$ cat config.mk
export PLATFORM = sky130hd
export DESIGN_NAME = char_lcd_write_sequencer_unit
export DESIGN_NICKNAME = d
export VERILOG_FILES = /design/src/rtl/lcdws_pkg.sv /design/src/rtl/char_lcd_write_sequencer_unit.sv
export SDC_FILE = /design/constraint.sdc
export NUM_CORES = 1
export LEC_CHECK = 0
export ABC_AREA = 1
export BUFFER_PORTS_ARGS = -buffer_cell sky130_fd_sc_hd__buf_2
export CORE_MARGIN = 1.5
export CORE_UTILIZATION = 40
export DETAILED_ROUTE_END_ITERATION = 8
export SETUP_SLACK_MARGIN = 0.2
export SYNTH_ARGS = -nofsm -noshare
export SYNTH_HDL_FRONTEND = slang
export SYNTH_SLANG_ARGS = --single-unit
$ cat constraint.sdc
create_clock -name i_clk -period 4.1 [get_ports i_clk]
set_clock_uncertainty 0.2 [all_clocks]
set_input_delay 0 -clock i_clk [delete_from_list [all_inputs] [get_ports i_clk]]
set_output_delay 0 -clock i_clk [all_outputs]
set_load 0.01 [all_outputs]
$ cat src/rtl/lcdws_pkg.sv
// Shared types, constants and the control store (step program) for the
// character LCD write sequencer. No dependencies.
`timescale 1ns / 1ps
`default_nettype none

package lcdws_pkg;

    // Request codes on the func input
    typedef enum logic [2:0] {
        FN_INIT   = 3'd0,
        FN_CMD    = 3'd1,
        FN_CHAR   = 3'd2,
        FN_CURSOR = 3'd3,
        FN_NUMBER = 3'd4,
        FN_GLYPH  = 3'd5
    } t_func;

    // Configuration register indexes
    typedef enum logic [1:0] {
        REG_BUS_MODE = 2'd0,
        REG_FSET     = 2'd1,
        REG_DCTL     = 2'd2,
        REG_EMODE    = 2'd3
    } t_reg;

    typedef enum logic [1:0] {
        OP_EMIT  = 2'd0,   // send one byte (one or two transfers)
        OP_CONV  = 2'd1,   // one binary-to-BCD shift step
        OP_SKIPZ = 2'd2,   // drop one leading zero digit
        OP_HALT  = 2'd3
    } t_op;

    typedef enum logic [3:0] {
        SRC_CONST  = 4'd0,
        SRC_FSET   = 4'd1,
        SRC_DCTL   = 4'd2,
        SRC_EMODE  = 4'd3,
        SRC_BYTE   = 4'd4,
        SRC_CURSOR = 4'd5,
        SRC_SLOT   = 4'd6,
        SRC_ROW    = 4'd7,
        SRC_DIGIT  = 4'd8
    } t_src;

    typedef enum logic [1:0] {
        COND_NONE   = 2'd0,
        COND_ROWS   = 2'd1,   // repeat step until all eight rows are out
        COND_DIGITS = 2'd2    // repeat step until the last digit is out
    } t_cond;

    typedef struct packed {
        t_op         op;
        t_src        src;
        logic [7:0]  k;
        logic        rs;
        logic [5:0]  wait_ms;
        logic        last;
        logic        only_neg;
        t_cond       cond;
    } t_cw;

    localparam int PC_W = 5;

    // Program entry points
    localparam logic [PC_W-1:0] PC_INIT8  = 5'd0;
    localparam logic [PC_W-1:0] PC_INIT4  = 5'd4;
    localparam logic [PC_W-1:0] PC_CMD    = 5'd10;
    localparam logic [PC_W-1:0] PC_CHAR   = 5'd11;
    localparam logic [PC_W-1:0] PC_CURSOR = 5'd12;
    localparam logic [PC_W-1:0] PC_GLYPH  = 5'd13;
    localparam logic [PC_W-1:0] PC_NUMBER = 5'd16;

    localparam logic [7:0] CMD_CLEAR   = 8'h01;
    localparam logic [7:0] CMD_CGRAM   = 8'h40;
    localparam logic [7:0] CMD_DDRAM   = 8'h80;
    localparam logic [7:0] INIT4_WAKE  = 8'h33;
    localparam logic [7:0] INIT4_NIB   = 8'h32;
    localparam logic [7:0] INIT4_FSET  = 8'h28;
    localparam logic [7:0] INIT4_DCTL  = 8'h0C;
    localparam logic [7:0] INIT4_EMODE = 8'h06;
    localparam logic [7:0] CHR_MINUS   = 8'h2D;
    localparam logic [7:0] CHR_ZERO    = 8'h30;
    localparam logic [7:0] LINE1_OFS   = 8'd64;

    localparam logic [5:0] WAIT_NONE  = 6'd0;
    localparam logic [5:0] WAIT_SHORT = 6'd1;
    localparam logic [5:0] WAIT_CLEAR = 6'd2;
    localparam logic [5:0] WAIT_POWER = 6'd50;

    localparam int         NUM_DIGITS = 10;
    localparam logic [3:0] NDIG_INIT  = 4'd10;

    localparam logic [7:0] RST_FSET  = 8'h38;
    localparam logic [7:0] RST_DCTL  = 8'h0C;
    localparam logic [7:0] RST_EMODE = 8'h06;

    function automatic t_cw mk_cw(input t_op op, input t_src src, input logic [7:0] k,
                                  input logic rs, input logic [5:0] w, input logic last,
                                  input logic only_neg, input t_cond cond);
        t_cw cw;
        cw.op       = op;
        cw.src      = src;
        cw.k        = k;
        cw.rs       = rs;
        cw.wait_ms  = w;
        cw.last     = last;
        cw.only_neg = only_neg;
        cw.cond     = cond;
        return cw;
    endfunction

    // Control store
    function automatic t_cw cw_at(input logic [PC_W-1:0] pc);
        t_cw cw;
        unique case (pc)
            // eight-bit init
            5'd0:  cw = mk_cw(OP_EMIT, SRC_FSET,  8'h00,       1'b0, WAIT_POWER, 1'b0, 1'b0,
                              COND_NONE);
            5'd1:  cw = mk_cw(OP_EMIT, SRC_DCTL,  8'h00,       1'b0, WAIT_SHORT, 1'b0, 1'b0,
                              COND_NONE);
            5'd2:  cw = mk_cw(OP_EMIT, SRC_CONST, CMD_CLEAR,   1'b0, WAIT_SHORT, 1'b0, 1'b0,
                              COND_NONE);
            5'd3:  cw = mk_cw(OP_EMIT, SRC_EMODE, 8'h00,       1'b0, WAIT_CLEAR, 1'b1, 1'b0,
                              COND_NONE);
            // four-bit init
            5'd4:  cw = mk_cw(OP_EMIT, SRC_CONST, INIT4_WAKE,  1'b0, WAIT_POWER, 1'b0, 1'b0,
                              COND_NONE);
            5'd5:  cw = mk_cw(OP_EMIT, SRC_CONST, INIT4_NIB,   1'b0, WAIT_SHORT, 1'b0, 1'b0,
                              COND_NONE);
            5'd6:  cw = mk_cw(OP_EMIT, SRC_CONST, INIT4_FSET,  1'b0, WAIT_SHORT, 1'b0, 1'b0,
                              COND_NONE);
            5'd7:  cw = mk_cw(OP_EMIT, SRC_CONST, INIT4_DCTL,  1'b0, WAIT_SHORT, 1'b0, 1'b0,
                              COND_NONE);
            5'd8:  cw = mk_cw(OP_EMIT, SRC_CONST, INIT4_EMODE, 1'b0, WAIT_SHORT, 1'b0, 1'b0,
                              COND_NONE);
            5'd9:  cw = mk_cw(OP_EMIT, SRC_CONST, CMD_CLEAR,   1'b0, WAIT_CLEAR, 1'b1, 1'b0,
                              COND_NONE);
            // single bytes
            5'd10: cw = mk_cw(OP_EMIT, SRC_BYTE,   8'h00, 1'b0, WAIT_NONE, 1'b1, 1'b0,
                              COND_NONE);
            5'd11: cw = mk_cw(OP_EMIT, SRC_BYTE,   8'h00, 1'b1, WAIT_NONE, 1'b1, 1'b0,
                              COND_NONE);
            5'd12: cw = mk_cw(OP_EMIT, SRC_CURSOR, 8'h00, 1'b0, WAIT_NONE, 1'b1, 1'b0,
                              COND_NONE);
            // custom glyph
            5'd13: cw = mk_cw(OP_EMIT, SRC_SLOT,  8'h00,     1'b0, WAIT_NONE, 1'b0, 1'b0,
                              COND_NONE);
            5'd14: cw = mk_cw(OP_EMIT, SRC_ROW,   8'h00,     1'b1, WAIT_NONE, 1'b0, 1'b0,
                              COND_ROWS);
            5'd15: cw = mk_cw(OP_EMIT, SRC_CONST, CMD_DDRAM, 1'b0, WAIT_NONE, 1'b1, 1'b0,
                              COND_NONE);
            // decimal number
            5'd16: cw = mk_cw(OP_CONV,  SRC_CONST, 8'h00,     1'b0, WAIT_NONE, 1'b0, 1'b0,
                              COND_NONE);
            5'd17: cw = mk_cw(OP_SKIPZ, SRC_CONST, 8'h00,     1'b0, WAIT_NONE, 1'b0, 1'b0,
                              COND_NONE);
            5'd18: cw = mk_cw(OP_EMIT,  SRC_CONST, CHR_MINUS, 1'b1, WAIT_NONE, 1'b0, 1'b1,
                              COND_NONE);
            5'd19: cw = mk_cw(OP_EMIT,  SRC_DIGIT, 8'h00,     1'b1, WAIT_NONE, 1'b0, 1'b0,
                              COND_DIGITS);
            default: cw = mk_cw(OP_HALT, SRC_CONST, 8'h00,    1'b0, WAIT_NONE, 1'b0, 1'b0,
                                COND_NONE);
        endcase
        return cw;
    endfunction

endpackage

`default_nettype wire

$ cat src/rtl/char_lcd_write_sequencer_unit.sv
// Character LCD write sequencer: top level with step counter, control store
// lookup and datapath. Depends on lcdws_pkg.
`timescale 1ns / 1ps
`default_nettype none
// Each transfer is registered and shows in the cycle after its step; the first step runs in the cycle
// after start is taken, then one transfer per cycle from the byte/nibble emit step.
// A decimal number first runs the binary-to-BCD shift steps, then drops leading zero
// digits (up to 9), leaves the zero-drop step and, if positive, passes over the sign step.
// busy drops with the final transfer; the next item may start on the cycle it is shown.
// Results cannot be stalled. Reset (synchronous, active low) idles and loads defaults.

module char_lcd_write_sequencer_unit (
    input  wire logic        i_clk,
    input  wire logic        i_rst_n,
    input  wire logic        start,
    output logic             busy,
    input  wire logic [2:0]  i_func,
    input  wire logic [7:0]  i_byte_value,
    input  wire logic        i_line,
    input  wire logic [5:0]  i_column,
    input  wire logic signed [31:0] i_number,
    input  wire logic [2:0]  i_glyph_slot,
    input  wire logic [63:0] i_glyph_rows,
    input  wire logic        i_cfg_we,
    input  wire logic [1:0]  i_cfg_idx,
    input  wire logic [7:0]  i_cfg_wdata,
    output logic             o_valid,
    output logic             o_reg_select,
    output logic [7:0]       o_bus_data,
    output logic [5:0]       o_wait_before_ms,
    output logic             o_last
);
    import lcdws_pkg::*;

    // configuration
    logic       r_mode;
    logic [7:0] r_fset, r_dctl, r_emode;

    // sequencer control
    logic            r_run, n_run;
    logic [PC_W-1:0] r_pc, n_pc;
    logic            r_nib, n_nib;
    logic [2:0]      r_idx, n_idx;
    logic [4:0]      r_cnt, n_cnt;
    logic [3:0]      r_ndig, n_ndig;

    // request payload and working registers
    logic [7:0]  r_byte;
    logic        r_line;
    logic [5:0]  r_col;
    logic [2:0]  r_slot;
    logic [63:0] r_rows, n_rows;
    logic [31:0] r_bin, n_bin;
    logic        r_neg;
    logic [39:0] r_bcd, n_bcd;

    // result register
    logic       r_valid, n_valid;
    logic       r_rs, n_rs;
    logic [7:0] r_data, n_data;
    logic [5:0] r_wait, n_wait;
    logic       r_last, n_last;

    logic            accept;
    logic [PC_W-1:0] entry_pc;
    logic            entry_ok;
    logic [31:0]     mag;
    t_cw             cw;
    logic [7:0]      src_byte;
    logic [39:0]     bcd_adj;
    logic            hi_phase;
    logic            byte_last;

    assign accept = start && !busy;
    assign busy   = r_run;
    assign cw     = cw_at(r_pc);
    assign mag    = i_number[31] ? (32'd0 - i_number) : i_number;

    // Configuration writes
    always_ff @(posedge i_clk) begin
        if (!i_rst_n) begin
            r_mode  <= 1'b0;
            r_fset  <= RST_FSET;
            r_dctl  <= RST_DCTL;
            r_emode <= RST_EMODE;
        end else if (i_cfg_we) begin
            unique case (i_cfg_idx)
                REG_BUS_MODE: r_mode  <= i_cfg_wdata[0];
                REG_FSET:     r_fset  <= i_cfg_wdata;
                REG_DCTL:     r_dctl  <= i_cfg_wdata;
                REG_EMODE:    r_emode <= i_cfg_wdata;
                default:      r_mode  <= r_mode;
            endcase
        end
    end

    // Dispatch: pick the program entry for the request code
    always_comb begin
        entry_ok = 1'b1;
        unique case (i_func)
            FN_INIT:   entry_pc = r_mode ? PC_INIT4 : PC_INIT8;
            FN_CMD:    entry_pc = PC_CMD;
            FN_CHAR:   entry_pc = PC_CHAR;
            FN_CURSOR: entry_pc = PC_CURSOR;
            FN_NUMBER: entry_pc = PC_NUMBER;
            FN_GLYPH:  entry_pc = PC_GLYPH;
            default: begin
                entry_pc = PC_INIT8;
                entry_ok = 1'b0;   // unused codes: drop the item
            end
        endcase
    end

    // Byte source selection
    always_comb begin
        unique case (cw.src)
            SRC_CONST:  src_byte = cw.k;
            SRC_FSET:   src_byte = r_fset;
            SRC_DCTL:   src_byte = r_dctl;
            SRC_EMODE:  src_byte = r_emode;
            SRC_BYTE:   src_byte = r_byte;
            SRC_CURSOR: src_byte = CMD_DDRAM + {2'b00, r_col} + (r_line ? LINE1_OFS : 8'd0);
            SRC_SLOT:   src_byte = CMD_CGRAM | {2'b00, r_slot, 3'b000};
            SRC_ROW:    src_byte = r_rows[7:0];
            SRC_DIGIT:  src_byte = CHR_ZERO | {4'd0, r_bcd[39:36]};
            default:    src_byte = 8'h00;
        endcase
    end

    // Add-3 correction on every BCD digit ahead of the shift
    always_comb begin
        for (int d = 0; d < NUM_DIGITS; d++) begin
            bcd_adj[4*d +: 4] = (r_bcd[4*d +: 4] >= 4'd5) ? (r_bcd[4*d +: 4] + 4'd3)
                                                           : r_bcd[4*d +: 4];
        end
    end

    assign hi_phase  = r_mode && !r_nib;
    assign byte_last = cw.last || ((cw.cond == COND_DIGITS) && (r_ndig == 4'd1));

    // Step execution
    always_comb begin
        n_run   = r_run;
        n_pc    = r_pc;
        n_nib   = r_nib;
        n_idx   = r_idx;
        n_cnt   = r_cnt;
        n_ndig  = r_ndig;
        n_rows  = r_rows;
        n_bin   = r_bin;
        n_bcd   = r_bcd;
        n_valid = 1'b0;
        n_rs    = r_rs;
        n_data  = r_data;
        n_wait  = r_wait;
        n_last  = r_last;

        if (r_run) begin
            unique case (cw.op)
                OP_EMIT: begin
                    if (cw.only_neg && !r_neg) begin
                        n_pc = r_pc + 1'b1;   // positive: no sign character
                    end else begin
                        n_valid = 1'b1;
                        n_rs    = cw.rs;
                        n_nib   = hi_phase;
                        if (hi_phase) begin
                            n_data = {src_byte[7:4], 4'h0};
                            n_wait = cw.wait_ms;
                            n_last = 1'b0;
                        end else begin
                            n_data = r_mode ? {src_byte[3:0], 4'h0} : src_byte;
                            n_wait = r_mode ? WAIT_NONE : cw.wait_ms;
                            n_last = byte_last;
                            if (byte_last) begin
                                n_run = 1'b0;
                            end else if (cw.cond == COND_ROWS) begin
                                n_rows = {8'h00, r_rows[63:8]};
                                n_idx  = r_idx + 1'b1;
                                if (r_idx == 3'd7) begin
                                    n_pc = r_pc + 1'b1;
                                end
                            end else if (cw.cond == COND_DIGITS) begin
                                n_bcd  = {r_bcd[35:0], 4'h0};
                                n_ndig = r_ndig - 1'b1;
                            end else begin
                                n_pc = r_pc + 1'b1;
                            end
                        end
                    end
                end
                OP_CONV: begin
                    n_bcd = {bcd_adj[38:0], r_bin[31]};
                    n_bin = {r_bin[30:0], 1'b0};
                    n_cnt = r_cnt + 1'b1;
                    if (r_cnt == 5'd31) begin
                        n_pc = r_pc + 1'b1;
                    end
                end
                OP_SKIPZ: begin
                    if ((r_bcd[39:36] == 4'd0) && (r_ndig != 4'd1)) begin
                        n_bcd  = {r_bcd[35:0], 4'h0};
                        n_ndig = r_ndig - 1'b1;
                    end else begin
                        n_pc = r_pc + 1'b1;
                    end
                end
                OP_HALT: begin
                    n_run = 1'b0;
                end
                default: n_run = 1'b0;
            endcase
        end else if (accept) begin
            n_run  = entry_ok;
            n_pc   = entry_pc;
            n_nib  = 1'b0;
            n_idx  = 3'd0;
            n_cnt  = 5'd0;
            n_ndig = NDIG_INIT;
            n_rows = i_glyph_rows;
            n_bin  = mag;
            n_bcd  = 40'd0;
        end
    end

    // Control state
    always_ff @(posedge i_clk) begin
        if (!i_rst_n) begin
            r_run   <= 1'b0;
            r_pc    <= PC_INIT8;
            r_nib   <= 1'b0;
            r_idx   <= 3'd0;
            r_cnt   <= 5'd0;
            r_ndig  <= NDIG_INIT;
            r_valid <= 1'b0;
        end else begin
            r_run   <= n_run;
            r_pc    <= n_pc;
            r_nib   <= n_nib;
            r_idx   <= n_idx;
            r_cnt   <= n_cnt;
            r_ndig  <= n_ndig;
            r_valid <= n_valid;
        end
    end

    // Payload and working registers: hold request fields from accept
    always_ff @(posedge i_clk) begin
        if (accept) begin
            r_byte <= i_byte_value;
            r_line <= i_line;
            r_col  <= i_column;
            r_slot <= i_glyph_slot;
            r_neg  <= i_number[31];
        end
        r_rows <= n_rows;
        r_bin  <= n_bin;
        r_bcd  <= n_bcd;
        r_rs   <= n_rs;
        r_data <= n_data;
        r_wait <= n_wait;
        r_last <= n_last;
    end

    assign o_valid          = r_valid;
    assign o_reg_select     = r_rs;
    assign o_bus_data       = r_data;
    assign o_wait_before_ms = r_wait;
    assign o_last           = r_last;

    // A result only follows a cycle in which the sequencer was running
    a_valid_from_run: assert property (@(posedge i_clk) disable iff (!i_rst_n)
        o_valid |-> $past(r_run))
        else $error("result strobe without a running request");

    // The final transfer ends the request
    a_last_ends_run: assert property (@(posedge i_clk) disable iff (!i_rst_n)
        (o_valid && o_last) |-> !busy)
        else $error("busy still high after the final transfer");

    // A half-sent byte never survives the end of a request
    a_nib_in_run: assert property (@(posedge i_clk) disable iff (!i_rst_n)
        r_nib |-> r_run)
        else $error("nibble phase pending while idle");

    // Digit count never runs out
    a_ndig_nonzero: assert property (@(posedge i_clk) disable iff (!i_rst_n)
        r_run |-> (r_ndig != 4'd0))
        else $error("digit counter reached zero");

    // Waits only ever go with command transfers
    a_wait_on_cmd: assert property (@(posedge i_clk) disable iff (!i_rst_n)
        (o_valid && (o_wait_before_ms != 6'd0)) |-> !o_reg_select)
        else $error("wait attached to a data transfer");

endmodule

`default_nettype wire

; After elaboration in Yosys (flattened, before gate mapping)
; Memories as Yosys holds them, arrays and structs flattened. A register that Yosys moved wholly into a read port is not among the register bits.
; Cells that the tools add are included.
[word_totals]
romBits = 704
output_inout_bits = 18
word_cells = 209
reg_bits = 216
memories = 1
[classes]
eq_ne = 45
reduce_logical = 29
n_lt_le_gt_ge = 10
addsub = 17
n_bitwise = 1
muxes = 82
[memory_table]
columns = memory, depth, word_bits, read_ports, rd_clocked_by_memory_dff, write_ports, line
row1 = (name not given), 32, 22, 1, 1, 0, lcdws_pkg.sv:115  ; unique case (pc)
[ops]
columns = cell, count
row1 = 64-bit two-way mux, 7
row2 = 40-bit two-way mux, 8
row3 = 32-bit two-way mux, 4
row4 = 40-bit one-hot mux with 3 select lines, 1
row5 = 5-bit two-way mux, 15
row6 = 8-bit one-hot mux with 9 select lines, 1
row7 = 4-bit two-way mux, 17
row8 = "4-bit by 3-bit greater-or-equal comparator with 1-bit output, second input constant", 10
row9 = "4-bit by 2-bit adder with 4-bit output, second input constant", 9
row10 = "1-bit by 32-bit subtractor with 32-bit output, first input constant", 1
row11 = 5-bit one-hot mux with 6 select lines, 1
row12 = 3-bit two-way mux, 9
row13 = "3-bit inequality test, second input constant", 8
row14 = 8-bit AND reduction, 3
row15 = "4-bit by 3-bit equality test with 1-bit output, second input constant", 4
row16 = 8-bit two-way mux, 2
row17 = 5-bit one-hot mux with 3 select lines, 1
row18 = 6-bit two-way mux, 2
row19 = 1-bit two-way mux, 11
row20 = "5-bit by 1-bit adder with 5-bit output, second input constant", 2
row21 = "2-bit equality test, second input constant", 5
row22 = "5-bit inequality test, second input constant", 2
row23 = 2-bit AND reduction, 5
row24 = "3-bit equality test, second input constant", 3
row25 = 32 further kinds, 53

; Logic depth before layout (Yosys ltp)
; Gate-level depths: netlist of run 1.
[depth]
word_depth = 10
depth_mapped = 20
mapped_depth_nobuf = 20

; Worst setup path after synthesis of run 1
; OpenSTA, ideal clock, no wires.
[synth_timing]
kind = reg2reg
from = register r_run (netlist: busy)
to = register r_idx[1]
arrival_ps = 3356
path_stages_with_launch = 8
required_time_ps = 3768
synth_period_minus_slack_ps = 3688
setup_slack_ps = 412
n_path_buf = 1
path_cell_list = dfxtp_1 buf_6 nor2_1 inv_1 nand2_1 inv_1 nand2_1 a21oi_1
[synth_via]
elab_chain_len = 4
[synth_rtl]
columns = item, line
row1 = from (decl), char_lcd_write_sequencer_unit.sv:40  ; logic r_run, n_run;
row2 = from (signal assigned), char_lcd_write_sequencer_unit.sv:237  ; r_run <= n_run;
row3 = 1-bit logical NOT, char_lcd_write_sequencer_unit.sv:74  ; assign accept = start && !busy;
row4 = 1-bit logical AND, char_lcd_write_sequencer_unit.sv:74
row5 = via accept, char_lcd_write_sequencer_unit.sv:64  ; logic accept;
row6 = 2-bit nonzero test (no line), --
row7 = 6-bit AND reduction (no line), --
row8 = to (signal assigned), char_lcd_write_sequencer_unit.sv:240  ; r_idx <= n_idx;
row9 = to (decl), char_lcd_write_sequencer_unit.sv:43  ; logic [2:0] r_idx, n_idx;
; The timed path passes the listed nets, and every way through them passes these cells.
; A chain may end at the register's enable or synchronous reset.

; Final worst setup path of run 1
[layout_timing]
from = input i_number[0]
to = register r_bin[26] (data pin)
[layout_via]
elab_chain_len = 4
[layout_rtl]
columns = item, line
row1 = from (decl), char_lcd_write_sequencer_unit.sv:21  ; input wire logic signed [31:0] i_number,
row2 = 1-bit by 32-bit subtractor with 32-bit output, char_lcd_write_sequencer_unit.sv:77  ; assign mag = i_number[31] ? (32'd0 - i_number) : i_number;
row3 = 32-bit two-way mux, char_lcd_write_sequencer_unit.sv:77
row4 = 32-bit two-way mux, char_lcd_write_sequencer_unit.sv:213  ; end else if (accept) begin
row5 = 32-bit two-way mux, char_lcd_write_sequencer_unit.sv:158  ; if (r_run) begin
row6 = via n_bin[26], char_lcd_write_sequencer_unit.sv:53  ; logic [31:0] r_bin, n_bin;
row7 = to (signal assigned), char_lcd_write_sequencer_unit.sv:257  ; r_bin <= n_bin;
row8 = to (decl), char_lcd_write_sequencer_unit.sv:53
; The timed path passes the listed nets, and every way through them passes these cells. The select of a mux whose other input is x is not followed.

==> out/summary.txt, run 1 <==
Cell variety after synth: 47
first-pass GRT wire length: 49980 µm
Synth Cell Area: 12060 µm²
Tightest Pin Transition: 1.099 ns
starting density of the core: 40.69%
CP arrival: 3.48 ns
First-pass DRT Iterations: 5
GRT Total Usage: 19.47%
CTS H-tree lvls: 1
Die X: 176.6 µm
outcome: finished, final reports clean
number of max-cap violations: 0
WS Path Type: input pin to register
Chip Height: 176.6 µm
clock buffer depth: 3
commonest non-fill, non-tap cells in the layout: nand2_1, dlygate4sd3_1, inv_1
Min-Delay Path Class: input pin to register
Core ar.: 29640 µm²
Sw Share: 27.85%
clock sink count: 233
RSZ-0062 raised after global routing: no
share of cells above drive strength 1: 12.52%
CP required: 4.31 ns
Pleak: 7.137 nW
final setup violation count: 0
vias in the first global route: 10560
final std cells w/o fill: 2196
hpwl dp: 18900 µm
initial detailed-routing violation count: 795
GP Congestion: 0.8567
Tmin final: 3.274 ns
Final Hold Violating Endpoints: 0
routed len/inst: 13.86 µm
worst vdd ir: 0.3852 mV
max-slew violation count: 0
Final nets: 1951
largest net degree at the start of global routing: 101
Fmax achieved: 305.4 MHz
Reg clk slew, reported paths: 0.06 ns
endpoint type of the worst setup path: register
mux contribution to synthesized area: 0%
Clk pwr share: 36.4%
hold endpoint: r_slot[0]$_DFFE_PP_
Buf+Inv Stages, Crit Path: 5
sequential share of power: 44.0%
Ports: 149
area share of fa/ha/maj cells after synthesis: 3.735%
post_cts resized: 0
hold slack: 0.02306 ns
largest family of logic cells by synthesized area: simple AND/OR/NAND/NOR gates
Startpoint Class: input pin
DRT antenna net count: 0
Avg Inst Size Synth: 8.311 µm²
DRC: 0
P_sw: 1.894 mW
worst r2r dst: r_bin[4]$_DFFE_PP_
Synth Flop Type: edfxtp_1
CP top delay family: buffers and inverters
total grt overflow: 0
CP Cell Sequence: dlygate4sd3_1 > buf_2 > inv_1 > ha_1 > nand3_1 > nor2_1 > nand3b_1 > o21ai_1 > nand2_1 > o21ai_0 > dlygate4sd3_1 > nand3_1 > dlygate4sd3_1 > nand2_1
WHS Path Cells: 2
Placed Instances: 1950
crit-path max cell delay: 0.59 ns
DR vias: 10770
final design utilization: 54.12%
FF-to-FF setup slack: 1.10 ns
most common cell after layout, fill and taps aside: nand2_1
PwrDens: 424.1 nW/µm²
crit path from: i_number[0]
final WL: 30440 µm
Mapped Cells: 1451
initial antenna violation count: 0
Finished Cell Area: 16040 µm²
Critical R2R Launch: busy$_SDFF_PN0_
CTS tree: built
Root Buffer Master: clkbuf_16
worst-skew pair later-pin latency: 0.53 ns
Crit-path slowest cell: dlygate4sd3_1
EDFF count, synth: 168
Critical Path Fanout Max: 4
setup_tns: 0 ns
FFs w/ async S/R, synth: 0%
PortBufs: 146
warnings from Yosys: 0
Syn-to-layout area delta: 33.02%
FP Rows: 63
Vias per Instance: 4.903
start point of the worst hold path: i_glyph_slot[0]
TritonCTS buffer count: 27
CP most frequent cell: dlygate4sd3_1
R2R depth: 6
Int Power: 4.908 mW
Final period util: 79.85%
register bit total from synthesis: 233
fraction of synthesized cell area in xor and xnor cells: 2.106%
Synth Area in Compound Gates: 9.888%
Post-Synth Simple-Gate Area: 24.43%
combinational share of power: 19.6%
sequential area share after synthesis: 52.63%
Max-slew headroom: 26.20%
Die Footprint: 31200 µm²
dpl cell area: 13170 µm²
==> metrics by stage <==
step           total power [mW]  worst slack (ns)
6_report                  6.802            0.8260
5_1_grt                   7.159            0.6109
4_1_cts                   6.838            0.9152
3_5_place_dp              4.193             1.283
3_3_place_gp              4.170             1.325
2_1_floorplan             3.837            0.4120
==> cells by family (layout without fill, tap and decap cells) <==
| family | after synthesis | after routing |
|---|---|---|
| AOI/OAI and AO/OA | 214 | 214 |
| xor gates and xnor gates | 29 | 29 |
| adders and majority gates | 36 | 36 |
| buffers and inverters | 225 | 578 |
| DFF | 233 | 233 |
| other | 1 | 3 |
| and+or+nand+nor | 713 | 713 |
==> area by class of cell <==
class                   count  area [µm²]
well taps                 390       488.0
fillers                  2689       13600
multi-input cells         994        4863
repair buffers            349        2743
clock inverters            15       173.9
clock buffers              35       745.7
flip-flops and latches    233        6350
inverters                 179       674.4
diodes                      1       2.502
==> worst max-delay path by stage <==
stage                                  endpoint  cells past startpoint  slack, ns
after global routing        r_bin[26]$_DFFE_PP_                     14       0.61
after detailed placement       cw[4]$_SDFF_PP0_                     15       1.28
after CTS                   r_bin[26]$_DFFE_PP_                     14       0.92
after floorplan           r_idx[1]$_SDFFE_PN0P_                      7       0.41
after global placement        cw[20]$_SDFF_PP0_                     15       1.32
final                       r_bin[26]$_DFFE_PP_                     14       0.83
==> Yosys cell counts, types with 3 or more instances <==
cell / n / area [µm²]
o211ai_1: 8 / 60.06
o21ai_1: 6 / 30.03
nand4_1: 18 / 112.6
nor2_4: 3 / 33.78
ha_1: 36 / 450.4
dfxtp_1: 65 / 1301
buf_1: 8 / 30.03
o21ai_0: 99 / 495.5
a211oi_1: 20 / 150.1
nand2_2: 8 / 50.05
a31oi_1: 4 / 25.02
o31ai_1: 3 / 22.52
edfxtp_1: 168 / 5045
nor2_1: 159 / 596.8
xnor2_1: 3 / 26.28
inv_2: 6 / 22.52
inv_1: 172 / 645.6
nor3_1: 13 / 65.06
nand3_1: 77 / 385.4
clkbuf_1: 32 / 120.1
nor2_2: 5 / 31.28
nand2_1: 419 / 1573
a21oi_1: 63 / 315.3
buf_4: 3 / 22.52
xor2_1: 26 / 227.7
==> flip-flops by register name, summed over array words and instances, names as in the netlist, 6 cells and up <==
| name | flops |
|---|---|
| cw | 20 |
| o_bus_data | 8 |
| r_rows | 64 |
| r_bin | 32 |
| r_fset | 8 |
| r_emode | 8 |
| r_byte | 8 |
| r_bcd | 40 |
| r_dctl | 8 |
| r_col | 6 |
==> power by group through the flow <==
stage	sequential, mW	combinational (mW)	clock (mW)
final	2.99	1.33	2.48
after global routing	3.02	1.52	2.62
after CTS	2.99	1.32	2.52
after detailed placement	3.04	1.16	0
after global placement	3.03	1.14	0
after floorplan	3.01	0.823	0
==> repair_timing <==
item                                   4_1_cts  5_1_grt
endpoints found under the hold margin      171        1
hold buffers                               194        1
setup buffers                                0        0
==> worst register-to-register path: stages (launching register included) <==
cell           delay, ns
dfxtp_4             0.43
inv_4               0.56
buf_4               0.58
o21ai_0             0.23
a21oi_1             0.16
dlygate4sd3_1       0.58
nor2_1              0.05
==> metal layers <==
metal / global-route usage [%] / share of wire, % / up-vias
met5: 0 / 0 / -
met4: 6.109 / 2.5 / 0
met3: 3.286 / 5.9 / 54
met2: 33.46 / 48 / 331
met1: 24.96 / 44 / 4951
li1: - / - / 5430
Note: power is estimated with default switching activity, not from simulation.
==> run 2: changes to the inputs <==
clock period = 3.05 ns   (was 4.1 ns; I/O delays follow)
==> run 2 against run 1 <==
  * Total power rose by 34%
  * Global-route usage down 0.056 points
  * Hold slack improved by 0.040 ns
  * Critical path depth rose by 1
  * Via count shrank 0.29%
  * Non-clock buffer count up 3
  * Die area is the same
  * Sequential cell count unchanged
  * Cell count did not move
  * Combinational power increased by 37%
  * Critical path type unchanged
  * Largest power group unchanged
==> out/summary.txt, run 2 (synthesis gave the netlist of run 1 again) <==
Tmin final: 2.739 ns
vias in the first global route: 10390
number of max-cap violations: 0
routed len/inst: 13.96 µm
Final nets: 1953
clock sink count: 233
Root Buffer Master: clkbuf_16
initial detailed-routing violation count: 754
DRT antenna net count: 0
first-pass GRT wire length: 49690 µm
max reg flops: 64
Largest regs: r_rows: 64 flops, r_bcd: 40 flops, r_bin: 32 flops
Ports: 149
Final period util: 89.81%
CP Cell Sequence: dlygate4sd3_1 > buf_2 > inv_1 > nand3_1 > inv_1 > nand2_1 > inv_1 > nand2_1 > nor2_4 > nand3_1 > nand2_1 > nand2_1 > dlygate4sd3_1 > a31oi_1 > dlygate4sd3_1
First-pass DRT Iterations: 5
Tightest Pin Transition: 0.8755 ns
setup_tns: 0 ns
commonest non-fill, non-tap cells in the layout: nand2_1, dlygate4sd3_1, inv_1
busiest grt layer: met2
Multi-input gate area: 4892 µm²
Startpoint Class: input pin
Buf+Inv Stages, Crit Path: 7
Chip Height: 176.6 µm
share of cells above drive strength 1: 13.29%
Finished Cell Area: 16080 µm²
hpwl dp: 19130 µm
fillers: 2678
initial antenna violation count: 1
Fmax achieved: 365.1 MHz
WS Path Type: input pin to register
GRT Total Usage: 19.42%
worst-skew pair later-pin latency: 0.53 ns
CP most frequent cell: nand2_1
dpl cell area: 13260 µm²
Max-slew headroom: 41.63%
Critical Path Fanout Max: 4
Vias per Instance: 4.888
clock buffer depth: 3
final std cells w/o fill: 2196
PwrDens: 565.2 nW/µm²
DR vias: 10740
PortBufs: 146
GRT met1 Usage: 25.26%
Min-Delay Path Class: input pin to register
Reg with most FFs: r_rows
RSZ-0062 raised after global routing: yes
TritonCTS buffer count: 26
CP arrival: 2.94 ns
DRC: 0
Core ar.: 29640 µm²
max-slew violation count: 0
endpoint type of the worst setup path: register
met3 Use GR: 3.351%
CTS H-tree lvls: 1
CTS tree: built
total grt overflow: 0
Crit-path slowest cell: dlygate4sd3_1
FP Rows: 63
Reg clk slew, reported paths: 0.06 ns
most common cell after layout, fill and taps aside: nand2_1
final setup violation count: 0
Pleak: 7.190 nW
Die Footprint: 31200 µm²
GP Congestion: 0.8641
final WL: 30650 µm
CP top delay family: buffers and inverters
outcome: finished, final reports clean
GRT met2 Usage: 32.97%
worst vdd ir: 0.3878 mV
CP required: 3.25 ns
starting density of the core: 40.69%
Syn-to-layout area delta: 33.37%
Placed Instances: 1958
crit-path max cell delay: 0.57 ns
Die X: 176.6 µm
Seq. cell area: 6350 µm²
n_diodes: 0
largest net degree at the start of global routing: 84
Final Hold Violating Endpoints: 0
-- run 2: path summary, 6_finish.rpt --
path,start,endpoint,slack (ns),depth (start not counted)
hold reg to reg,cw[10]$_DFF_P_,o_reg_select$_DFFE_PP_,0.21,0
hold / removal,i_glyph_rows[44],r_rows[44]$_DFFE_PP_,0.06,4
setup reg to reg,busy$_SDFF_PN0_,r_bin[1]$_DFFE_PP_,0.33,6
setup / recovery,i_number[2],r_bin[21]$_DFFE_PP_,0.31,15
-- run 2: layout make-up --
| class | count | area share (%) |
|---|---|---|
| flip-flops and latches | 233 | 39.48 |
| multi-input cells | 994 | 30.42 |
| repair buffers | 352 | 17.36 |
| clock buffers | 35 | 4.660 |
| inverters | 179 | 4.193 |
| well taps | 390 | 3.034 |
| clock inverters | 13 | 0.8558 |
-- run 2: where the power goes --
| part | switching, mW | leakage [nW] | internal (mW) |
|---|---|---|---|
| Clock | 1.29 | 0.438 | 1.97 |
| Sequential | 0.168 | 2.18 | 3.85 |
| Combinational | 1.11 | 4.57 | 0.706 |
-- run 2: timing repair --
action                     4_1_cts  5_1_grt
hold buffers                   187        1
resized for setup                0       11
hold endpoints to repair       197        1
buffers inserted                 0        2
setup endpoints to repair        0       21
-- run 2: worst register-to-register path: stages, from the launching register on --
cell           delay [ns]
dfxtp_4              0.38
inv_4                0.14
buf_6                0.47
buf_4                0.53
nor2_1               0.10
a21oi_1              0.19
dlygate4sd3_1        0.59
-- run 2: layer usage --
layer / share of wire (%) / routed length (µm)
met5: 0.039 / 12
met4: 2.8 / 849
met3: 5.5 / 1693
met2: 47 / 14490
met1: 44 / 13610
-- run 2: metrics by stage --
| stage | util, % | power, mW | hold WS, ns | setup WS [ns] |
|---|---|---|---|---|
| 6_report | 54.26 | 9.090 | 0.06343 | 0.3108 |
| 5_1_grt | 54.26 | 9.543 | 0.06390 | 0.1605 |
| 4_1_cts | 54.06 | 9.143 | 0.0001644 | 0.2827 |
| 3_5_place_dp | 44.75 | 5.661 | -0.01993 | 0.3994 |
| 3_3_place_gp | 44.75 | 5.637 | -0.02095 | 0.4184 |
| 2_1_floorplan | - | 5.155 | -0.1011 | 0.3235 |
==> run 3: changes to the inputs <==
--- a/config.mk
+++ b/config.mk
@@ -8,5 +8,4 @@
 export ABC_AREA = 1
 export BUFFER_PORTS_ARGS = -buffer_cell sky130_fd_sc_hd__buf_2
-export CORE_MARGIN = 1.5
 export CORE_UTILIZATION = 40
 export DETAILED_ROUTE_END_ITERATION = 8
--- a/constraint.sdc
+++ b/constraint.sdc
@@ -3,3 +3,3 @@
 set_input_delay 0 -clock i_clk [delete_from_list [all_inputs] [get_ports i_clk]]
 set_output_delay 0 -clock i_clk [all_outputs]
-set_load 0.01 [all_outputs]
+set_load 0.1 [all_outputs]
==> run 3 against run 2 <==
  * Worst setup slack better by 0.0091 ns
  * Combinational power up 9.9%
  * Cell count down 0.18%
  * Die area down 1.1%
  * Sequential cell count unchanged
  * Non-clock buffer count down 3
  * Sequential share of layout area up 0.094 points
  * Count of clock-buffer cells in the layout down 5
  * Utilization down 0.12 points
  * Sequential power about the same
  * Fmax up 0.33%
  * Global-route usage up 0.54 points
==> out/summary.txt, run 3 (synthesis gave the netlist of run 1 again) <==
outcome: finished, final reports clean
Seq. cell area: 6351 µm²
clock sink count: 233
CP top delay family: buffers and inverters
DR vias: 10670
worst-skew pair later-pin latency: 0.53 ns
Ports: 149
CP Cell Sequence: dlygate4sd3_1 > buf_2 > inv_1 > o21ai_0 > dlygate4sd3_1 > a31oi_1 > dlygate4sd3_1
Min-Delay Path Class: input pin to register
final setup violation count: 0
Reg with most FFs: r_rows
Core ar.: 29640 µm²
Tot Pwr: 9.219 mW
DRC: 0
Post-CTS Setup Inserts: 0
worst vdd ir: 0.4014 mV
Die Footprint: 30850 µm²
Final nets: 1950
Clk pwr share: 34.8%
Final Hold Violating Endpoints: 0
Buf+Inv Stages, Crit Path: 5
Tightest Pin Transition: 0.7351 ns
met3 Use GR: 3.139%
Finished Cell Area: 16050 µm²
number of max-cap violations: 0
Die X: 175.6 µm
vias in the first global route: 10570
WS Path Type: input pin to register
starting density of the core: 40.69%
Max-slew headroom: 50.81%
Critical Path Fanout Max: 21
CP arrival: 2.82 ns
sequential share of power: 43.5%
routed len/inst: 13.96 µm
Sw Share: 29.58%
combinational share of power: 21.7%
Chip Height: 175.6 µm
max-slew violation count: 0
Vias per Instance: 4.869
Multi-input gate area: 4910 µm²
initial detailed-routing violation count: 673
initial antenna violation count: 0
fillers: 2639
setup_tns: 0 ns
P_sw: 2.726 mW
max reg flops: 64
CP required: 3.14 ns
total grt overflow: 0
share of cells above drive strength 1: 13.37%
Reg clk slew, reported paths: 0.06 ns
PwrDens: 574.4 nW/µm²
dpl cell area: 13280 µm²
endpoint type of the worst setup path: register
n_diodes: 0
largest net degree at the start of global routing: 115
Crit-path slowest cell: dlygate4sd3_1
First-pass DRT Iterations: 5
CP most frequent cell: dlygate4sd3_1
Int Power: 6.492 mW
Largest regs: r_rows: 64 flops, r_bcd: 40 flops, r_bin: 32 flops
DRT antenna net count: 0
GRT Total Usage: 19.96%
hpwl dp: 18930 µm
TritonCTS buffer count: 26
GRT met1 Usage: 25.26%
Root Buffer Master: clkbuf_16
CTS tree: built
Fmax achieved: 366.3 MHz
RSZ-0062 raised after global routing: yes
crit-path max cell delay: 0.58 ns
commonest non-fill, non-tap cells in the layout: nand2_1, dlygate4sd3_1, inv_1
GRT met2 Usage: 34.47%
Syn-to-layout area delta: 33.08%
clock buffer depth: 3
first-pass GRT wire length: 50760 µm
Pleak: 7.148 nW
Tmin final: 2.730 ns
most common cell after layout, fill and taps aside: nand2_1
busiest grt layer: met2
final WL: 30600 µm
CTS H-tree lvls: 1
GP Congestion: 0.8680
Startpoint Class: input pin
FP Rows: 63
PortBufs: 146
Final period util: 89.51%
## run 3: cell types whose count changed in the layout (fill, tap and decap cells not counted), sizes merged
cell         change
clkinvlp         +2
clkbuf           -6
inv              -1
dlygate4sd3      -2
clkinv           +2
bufinv           +1
## run 3: worst reg2reg max path, stage by stage (launching register included)
cell and delay (ns):
dfxtp_1 0.36, ha_1 0.15, inv_1 0.06, nor3_2 0.10
ha_1 0.15, inv_1 0.03, nand2_1 0.04, nor2_1 0.04
nor2_1 0.15, nand2_2 0.10, nor2_4 0.16, nand2_1 0.08
nand2_1 0.10, nand2_4 0.09, ha_1 0.36, inv_1 0.09
nand2_1 0.05, nand3_1 0.08, nand2_1 0.05
## run 3: area by class of cell
class / count / share of cell area, %
repair buffers: 349 / 17.18
inverters: 179 / 4.202
multi-input cells: 994 / 30.59
flip-flops and latches: 233 / 39.58
well taps: 390 / 3.041
clock buffers: 30 / 4.280
clock inverters: 17 / 1.123
## run 3: path summary, 6_finish.rpt
path	start	to	slack, ns	depth (start not counted)
max	i_number[31]	r_bin[19]$_DFFE_PP_	0.32	7
min	i_column[2]	r_col[2]$_DFFE_PP_	0.03	2
max reg2reg	r_cnt[1]$_SDFFE_PN0P_	cw[4]$_SDFF_PP0_	0.50	18
min reg2reg	cw[10]$_DFF_P_	o_reg_select$_DFFE_PP_	0.21	0
## run 3: power by group through the flow
| stage | sequential [mW] | combinational [mW] | clock (mW) |
|---|---|---|---|
| floorplan | 4.21 | 1.13 | 0 |
| global placement | 4.07 | 1.75 | 0 |
| detailed placement | 4.07 | 1.77 | 0 |
| CTS | 4.01 | 1.98 | 3.29 |
| global route | 4.05 | 2.25 | 3.40 |
| finish | 4.01 | 2.00 | 3.21 |
## run 3: per-stage QoR
stage	setup slack [ns]	std cells	hold slack (ns)	util (%)
CTS	0.2329	2192	0.0001390	54.01
finish	0.3199	2192	0.02697	54.15
detailed placement	0.3991	1959	-0.02139	44.80
global route	0.1493	2192	0.005478	54.15
floorplan	0.3807	1452	-0.1011	-
global placement	0.4453	1959	-0.02203	44.80
## run 3: metal layers
metal / up-vias / wire (µm)
li1: 5424 / -
met1: 4892 / 13430
met2: 292 / 14700
met3: 65 / 1597
met4: 0 / 872
met5: - / 0
## run 3: timing repair
item                                    4_1_cts  5_1_grt
hold buffers                                186        0
hold endpoints to repair                    197        0
endpoints found under the setup margin        0       20
resized for setup                             0       11
